[config.mk]
export PLATFORM = sky130hd
export DESIGN_NAME = smsj_ctrl
export DESIGN_NICKNAME = d
export VERILOG_FILES = /design/src/rtl/sort_merge_semi_join_defines.svh /design/src/rtl/smsj_pkg.sv /design/src/rtl/smsj_ctrl.sv
export SDC_FILE = /design/constraint.sdc
export NUM_CORES = 1
export LEC_CHECK = 0
export BUFFER_PORTS_ARGS = -buffer_cell sky130_fd_sc_hd__buf_2
export CORE_AREA = 2 2 39 41
export CTS_BUF_LIST = sky130_fd_sc_hd__clkbuf_16
export CTS_CLUSTER_SIZE = 20
export DETAILED_ROUTE_END_ITERATION = 8
export DIE_AREA = 0 0 41 43
export HOLD_SLACK_MARGIN = 0.12
export PLACE_DENSITY_LB_ADDON = 0.2
export SLEW_MARGIN = 40
export SYNTH_ARGS = -nofsm -noshare
export SYNTH_HDL_FRONTEND = slang
export SYNTH_SLANG_ARGS = --single-unit
[constraint.sdc]
create_clock -name clk -period 2.15 [get_ports clk]
set_clock_uncertainty 0.2 [all_clocks]
set_input_delay 0.43 -clock clk [delete_from_list [all_inputs] [get_ports clk]]
set_output_delay 0.43 -clock clk [all_outputs]
set_load 0.02 [all_outputs]
[src/rtl/sort_merge_semi_join_defines.svh]
// Assertion macros for the sort-merge semi-join block.
// Used by the top level only; needs clk and rst_n in scope where expanded.
`ifndef SORT_MERGE_SEMI_JOIN_DEFINES_SVH
`define SORT_MERGE_SEMI_JOIN_DEFINES_SVH
`ifndef SYNTH
// same-cycle implication
`define SMSJ_ASSERT_NOW(label, ante, cons) \
    label: assert property (@(posedge clk) disable iff (!rst_n) (ante) |-> (cons)) \
        else $error("smsj check failed");
// next-cycle implication
`define SMSJ_ASSERT_NEXT(label, ante, cons) \
    label: assert property (@(posedge clk) disable iff (!rst_n) (ante) |=> (cons)) \
        else $error("smsj check failed");
`else
`define SMSJ_ASSERT_NOW(label, ante, cons)
`define SMSJ_ASSERT_NEXT(label, ante, cons)
`endif
`endif

[src/rtl/smsj_pkg.sv]
// Shared constants, state encoding and controller/datapath structs
// for the sort-merge semi-join block. No dependencies.
package smsj_pkg;

    localparam int LIST_DEPTH  = 1024;
    localparam int ROW_COLUMNS = 2;
    localparam int KEY_W       = 32;
    localparam int ADDR_W      = $clog2(LIST_DEPTH);
    localparam int CNT_W       = ADDR_W + 1;

    typedef enum logic [3:0] {
        ST_IDLE = 4'b0001,
        ST_LOOK = 4'b0010,
        ST_CMP  = 4'b0100,
        ST_EMIT = 4'b1000
    } state_t;

    // controller -> datapath
    typedef struct packed {
        logic load;       // accept a load beat
        logic probe;      // accept a probe beat
        logic read;       // read store at pointer
        logic step;       // advance pointer, read next entry
        logic take_hit;   // latch equality of fetched key
        logic clear_hit;  // latch a miss
        logic emit;       // load result register
    } cmd_t;

    // datapath -> controller
    typedef struct packed {
        logic in_range;   // pointer below count
        logic next_in;    // pointer + 1 below count
        logic less;       // fetched key below row key
        logic out_free;   // result register can take a beat
    } sts_t;

endpackage

[src/rtl/smsj_ctrl.sv]
// Sequencing state machine of the sort-merge semi-join block.
// Depends on smsj_pkg (state_t, cmd_t, sts_t).
module smsj_ctrl
(
    input  logic             clk,
    input  logic             rst_n,
    input  logic             req_valid,
    input  logic             req_type,
    input  smsj_pkg::sts_t   sts,
    output logic             req_ready,
    output smsj_pkg::cmd_t   cmd
);

    smsj_pkg::state_t state_reg;
    smsj_pkg::state_t state_next;

    always_ff @(posedge clk or negedge rst_n)
    begin
        if (!rst_n)
        begin
            state_reg <= smsj_pkg::ST_IDLE;
        end
        else
        begin
            state_reg <= state_next;
        end
    end

    assign req_ready = (state_reg == smsj_pkg::ST_IDLE);

    always_comb
    begin
        state_next = state_reg;
        cmd        = '0;
        unique case (state_reg)
            smsj_pkg::ST_IDLE:
            begin
                if (req_valid)
                begin
                    if (req_type)
                    begin
                        cmd.probe  = 1'b1;
                        state_next = smsj_pkg::ST_LOOK;
                    end
                    else
                    begin
                        cmd.load = 1'b1;
                    end
                end
            end
            smsj_pkg::ST_LOOK:
            begin
                if (sts.in_range)
                begin
                    cmd.read   = 1'b1;
                    state_next = smsj_pkg::ST_CMP;
                end
                else
                begin
                    cmd.clear_hit = 1'b1;
                    state_next    = smsj_pkg::ST_EMIT;
                end
            end
            smsj_pkg::ST_CMP:
            begin
                if (sts.less)
                begin
                    cmd.step = 1'b1;
                    if (!sts.next_in)
                    begin
                        cmd.clear_hit = 1'b1;
                        state_next    = smsj_pkg::ST_EMIT;
                    end
                end
                else
                begin
                    cmd.take_hit = 1'b1;
                    state_next   = smsj_pkg::ST_EMIT;
                end
            end
            smsj_pkg::ST_EMIT:
            begin
                if (sts.out_free)
                begin
                    cmd.emit   = 1'b1;
                    state_next = smsj_pkg::ST_IDLE;
                end
            end
            default:
            begin
                state_next = smsj_pkg::ST_IDLE;
            end
        endcase
    end

endmodule

After elaboration in Yosys (flattened, before gate mapping)
Cells that the tools add are included.

word-level totals
  output and inout bits = 8
  flip-flop bits (word level) = 4
  input port bits = 8

operators by class
  reductions and logical operators = 1
  equality and inequality tests = 8
  muxes and demuxes = 22

operators with widths
  cell                                                                   count
  4-bit two-way mux                                                      6
  4-bit case mux with 4 select lines                                     1
  1-bit two-way mux                                                      11
  2-bit two-way mux                                                      3
  2-bit != test, second input constant                                   3
  4-bit by 1-bit equality test with 1-bit output, second input constant  1
  4-bit by 2-bit equality test with 1-bit output, second input constant  1
  4-bit by 3-bit equality test with 1-bit output, second input constant  1
  4-bit equality test, second input constant                             1
  4-bit AND reduction                                                    1
  3-bit != test, second input constant                                   1
  1-bit case mux with 2 select lines                                     1

Longest topological paths before layout
Gate-level depths: netlist of run 1.

  depth in word-level cells = 3
  mapped depth = 4
  gate-level depth less buffers = 3

Worst setup path after synthesis of run 1
Ideal clock, no wire load.

  path kind = register to output
  start point = register state_reg[0]
  end point = output cmd[6] in the netlist's numbering
  path slack = 105 ps
  stages on the path, launching flop included = 4
  arrival time = 1415 ps
  required time = 1520 ps
  buffers on the path = 0
  path through = dfstp_2 inv_2 nor4_4 and3b_2

RTL lines
  item                    line             RTL
  start, declared         smsj_ctrl.sv:14  smsj_pkg::state_t state_reg;
  start signal, assigned  smsj_ctrl.sv:21  state_reg <= smsj_pkg::ST_IDLE;
  start signal, assigned  smsj_ctrl.sv:25  state_reg <= state_next;
  end, declared           smsj_ctrl.sv:11  output smsj_pkg::cmd_t cmd

==> results.toml, run 1 <==
[run_status]
status = "finished, final reports clean"

[worst_setup_path]
criticalPathCategory = "register to primary output"
crit_path_cell_trace = "nor4_4, and3_2, buf_2"
crit_buf_inv = 1
cp_max_fo = 10
arrival_ps = 1420
cp-end-kind = "primary output"
crit_path_top_delay_cell = "dfrtp_1"
required_ps = 1520
start_kind = "register"
max_stage_delay_ps = 480
cpLargestDelayFamily = "simple AND/OR/NAND/NOR gates"

[global_route]
grt_max_degree = 11
overflow = 0
grt_pass1_wl_mm = 1.37
grt_pass1_vias = 342
antenna_found_initial = 0
grt_usage = 0.119

[clock_tree]
cts_tree = "built"
clk_pin_slew_ps = 30
cts.sinks = 4
cts_buffer_depth = 2
htreeDepth = 1
numCtsBuffers = 3
root_buffer = "clkbuf_16"
clk_latency_ps = 230
post-cts-setup-buffers = 0

[floorplanning]
std_cell_rows = 14
die-width_um = 41
coreArea_um2 = 1380
chipHeight_um = 43
floorplan.die_area_um2 = 1760
top_level_ports = 16
start_util = 0.227

[sta]
rsz0062_at_grt = "no"
worstMarginPinSlew_ps = 339
setup_viol = 0
max_slew_margin = 0.774
whs_ps = 254
report.final.slew_viol_count = 0
fin_crit_sh = 0.953
fmax_ghz = 0.488
setup_tns_ps = 0
finalHoldViolCount = 0
post-route-min-period_ps = 2050
worst_slack_ps = 100

[synth]
syn_inst = 35
synth.avg_cell_area_um2 = 8.97
syn-num-nets = 43
ys_seq_elements = 4
synth_cell_type_count = 24
synthTopCellsByCount = "5 x nor2_1, 3 x dfrtp_1"
synth_top_area_share = 0.239
synth_async_sr_flop_share = 1.00
synth_area_leaders = "dfrtp_1 24%, dfstp_2 8.4%, nor4_4 6.8%"
yosys.area.top_type = "dfrtp_1"
yosysWarnings = 0
ys_seq_area_frac = 0.323
synth_edf_count = 0
synth.most_common_cell = "nor2_1"
netlist_area_um2 = 314
ys.flop_type = "dfrtp_1"

[placed_design]
placedCellCount = 66
place_ws_ps = 266
dpl.hpwl_um = 567
place.port_buffers = 15
dpl_cell_area_um2 = 405
gp_congestion = 0.641

[routing]
ant_nets = 0
viasPerCell = 4.65
routedWlPerCell_um = 10.7
via_count = 330
wl_um = 758
drt_iter0_drc = 3
route.detailed.drc = 0
first_pass_iters = 4

[cells_and_area]
multi_input_comb_area_um2 = 199
utilization = 0.362
finalNonFillerCells = 71
drive_above_1_share = 0.527
syn2layout_area_growth_pct = 59.4
seqCellArea_um2 = 103
final_nets = 64
diodes = 0
fillers = 148
largest_register_ff_count = 4
final_area_um2 = 500

[power_and_ir_drop]
p_leak_nw = 0.265
ir_drop_v = 0.000378
p_per_area_nw_per_um2 = 876
power.total_uw = 438

[flow_run]
drv_cap = 0

[min_path]
worst_hold_path_type = "input port to register"
-- worst register-to-register path, delay by kind of cell (launching register included) --
kind / cells / cell delay, ps
simple gates: 1 / 350
flops: 1 / 480
mux: 1 / 290
buf+inv: 1 / 170
-- cells by family (layout without fill, tap and decap cells) --
| kind of cell | count (synthesis) | after routing | synth area share |
|---|---|---|---|
| compound gates | 5 | 5 | 0.0996 |
| buf+inv | 3 | 23 | 0.0597 |
| flops | 4 | 4 | 0.323 |
| mux | 1 | 1 | 0.0478 |
| simple gates | 22 | 22 | 0.470 |
-- cells in the final DEF, fill, tap and decap left out, types with 2 or more instances in the layout --
master	netlist	layout
nand2_1	2	2
nor2_1	5	5
buf_2	0	15
inv_1	1	2
dfrtp_1	3	2
nor3_1	2	2
clkbuf_16	0	3
o21ai_0	2	2
and3_2	2	2
-- path summary, 6_finish.rpt --
kind / startpoint / end / slack [ps] / cells past startpoint
max: state_reg[2] / cmd[5] / 100 / 3
min: sts[0] / state_reg[3] / 250 / 2
max reg2reg: state_reg[2] / state_reg[0] / 580 / 3
min reg2reg: state_reg[1] / state_reg[3] / 520 / 2
max in group asynchronous: rst_n / state_reg[0] / 1210 / 2
min in group asynchronous: rst_n / state_reg[3] / 340 / 2
-- final cells by class --
type                       count  share of cell area
inverter                       2              0.0150
multi-input combinational     28               0.398
tap                           16              0.0400
timing repair buffer          17               0.185
clock buffer                   3               0.150
sequential                     4               0.205
clock inverter                 1             0.00750
-- per-layer routing --
layer  vias to the layer above  GRT usage  part of all wire
met5                         -          0                 0
met4                         0      0.100             0.032
met3                         3     0.0314             0.020
met2                         5      0.159              0.53
met1                       154      0.148              0.41
li1                        168          -                 -
-- power by group --
group | switching (mW) | internal [mW]
Sequential | 0.00736 | 0.0809
Clock | 0.0550 | 0.240
Combinational | 0.0276 | 0.0273
-- what timing repair did --
item,4_1_cts,5_1_grt
gates resized for setup,0,2
hold buffers,1,0
hold endpoints to repair,4,0
endpoints found under the setup margin,0,4
(Power assumes the default switching activity.)
==> inputs of run 2 (changes only) <==
==> constraint.sdc (replaced) <==
create_clock -name clk -period 2.15 [get_ports clk]
set_clock_uncertainty 0.2 [all_clocks]
set_input_delay 0.1075 -clock clk [delete_from_list [all_inputs] [get_ports clk]]
set_output_delay 0.1075 -clock clk [all_outputs]
set_load 0.02 [all_outputs]
==> results.toml, run 2 (synthesis gave the netlist of run 1 again) <==
[min_path]
worst_hold_path_type = "input port to register"
holdPathStages = 3

[routing]
ant_nets = 0
route.detailed.drc = 0
met1_length_um = 349
routed.top_layer = "met3"
wl_met3_um = 25
wl_um = 802
drt_iter0_drc = 3
met2_length_um = 427
routedWlPerCell_um = 10.6
via_count = 339
first_pass_iters = 2
viasPerCell = 4.46

[placed_design]
place.port_buffers = 15
placedCellCount = 65
dpl.hpwl_um = 554
gp_congestion = 0.636

[clock_tree]
root_buffer = "clkbuf_16"
numCtsBuffers = 3
cts.sinks = 4
clk_latency_ps = 220
clk_pin_slew_ps = 30
cts_buffer_depth = 2
cts_tree = "built"
post-cts-setup-buffers = 0
htreeDepth = 1

[sta]
fin_crit_sh = 0.924
rsz0062_at_grt = "no"
worstMarginPinSlew_ps = 331
finalHoldViolCount = 0
setup_viol = 0
max_slew_margin = 0.779
post-route-min-period_ps = 1990
setup_tns_ps = 0
report.final.slew_viol_count = 0
fmax_ghz = 0.503

[floorplanning]
floorplan.die_area_um2 = 1760
coreArea_um2 = 1380
chipHeight_um = 43
start_util = 0.227
std_cell_rows = 14
die-width_um = 41
top_level_ports = 16

[cells_and_area]
syn2layout_area_growth_pct = 74.1
finalNonFillerCells = 76
final_common_cell = "buf_2"
drive_above_1_share = 0.433
largest_register_ff_count = 4
diodes = 0
final_nets = 69
final_cell_mix = "15 x buf_2, 7 x dlygate4sd3_1, 5 x nor2_1, 3 x clkbuf_16, 3 x dfrtp_1"

[global_route]
grt_pass1_wl_mm = 1.39
grt_usage = 0.121
antenna_found_initial = 0
overflow = 0
grt_pass1_vias = 366
grt_max_degree = 11

[worst_setup_path]
cp-end-kind = "register"
start_kind = "register"
arrival_ps = 1950
rr_worst_depth = 4
cp_max_fo = 5
required_ps = 2110
criticalPathCategory = "register to register"

[run_status]
status = "finished, final reports clean"

[power_and_ir_drop]
p_int_uw = 352
switching_share = 0.203
p_clk_frac = 0.667
power_switching_uw = 89.8
ir_drop_v = 0.000581
p_leak_nw = 0.289
share_seq_of_total_power = 0.199
comb_power_share = 0.134
p_per_area_nw_per_um2 = 809

[flow_run]
drv_cap = 0
==> run 2: cell count changes in the layout (fill, tap and decap cells not counted), sizes merged <==
cell,previous run,this run
buf,16,15
dlygate4sd3,1,7
==> run 2: path summary, 6_finish.rpt <==
path	slack, ps	end	startpoint
hold / removal	140	state_reg[2]	sts[3]
hold reg to reg	530	state_reg[0]	state_reg[0]
max in group asynchronous	1010	state_reg[3]	rst_n
setup / recovery	160	state_reg[1]	state_reg[0]
setup reg to reg	160	state_reg[1]	state_reg[0]
min in group asynchronous	160	state_reg[0]	rst_n
==> run 2: final cells by class <==
type                    count  area, µm²
fillers                   149        837
multi-input cells          28        194
repair buffers             22        145
flip-flops and latches      4        101
clock buffers               3       75.1
well taps                  16       20.0
inverters                   2       7.51
clock inverters             1       3.75
==> run 2: routing by layer <==
metal / track usage / vias up
met3: 0.0471 / 0
met4: 0.0800 / 0
li1: - / 178
met5: 0 / -
met1: 0.145 / 157
met2: 0.172 / 4
==> run 2: power by group through the flow <==
stage	clock network, mW	logic (mW)	registers [mW]
finish	0.295	0.0591	0.0880
global route	0.306	0.0660	0.0887
CTS	0.300	0.0597	0.0878
detailed placement	0	0.0498	0.0885
global placement	0	0.0502	0.0887
floorplan	0	0.0335	0.0864
==> run 2: per-stage QoR <==
step	hold slack (ps)	power (mW)	utilization	setup WS [ps]	cell area, µm²
2_1_floorplan	-388	0.120	-	428	314
3_3_place_gp	-284	0.139	0.288	512	398
3_5_place_dp	-285	0.138	0.288	496	398
4_1_cts	129	0.448	0.395	153	547
5_1_grt	151	0.460	0.395	59.7	547
6_report	136	0.442	0.395	163	547
==> run 2: timing repair <==
action / CTS / global route
hold buffers: 7 / 0
endpoints found under the hold margin: 7 / 0
gates resized for setup: 0 / 0
==> run 2: critical path, stage by stage (launching register included) <==
cell and delay (ps):
dfstp_2 550, inv_2 60, nor4_4 360, and3_2 220
dlygate4sd3_1 530
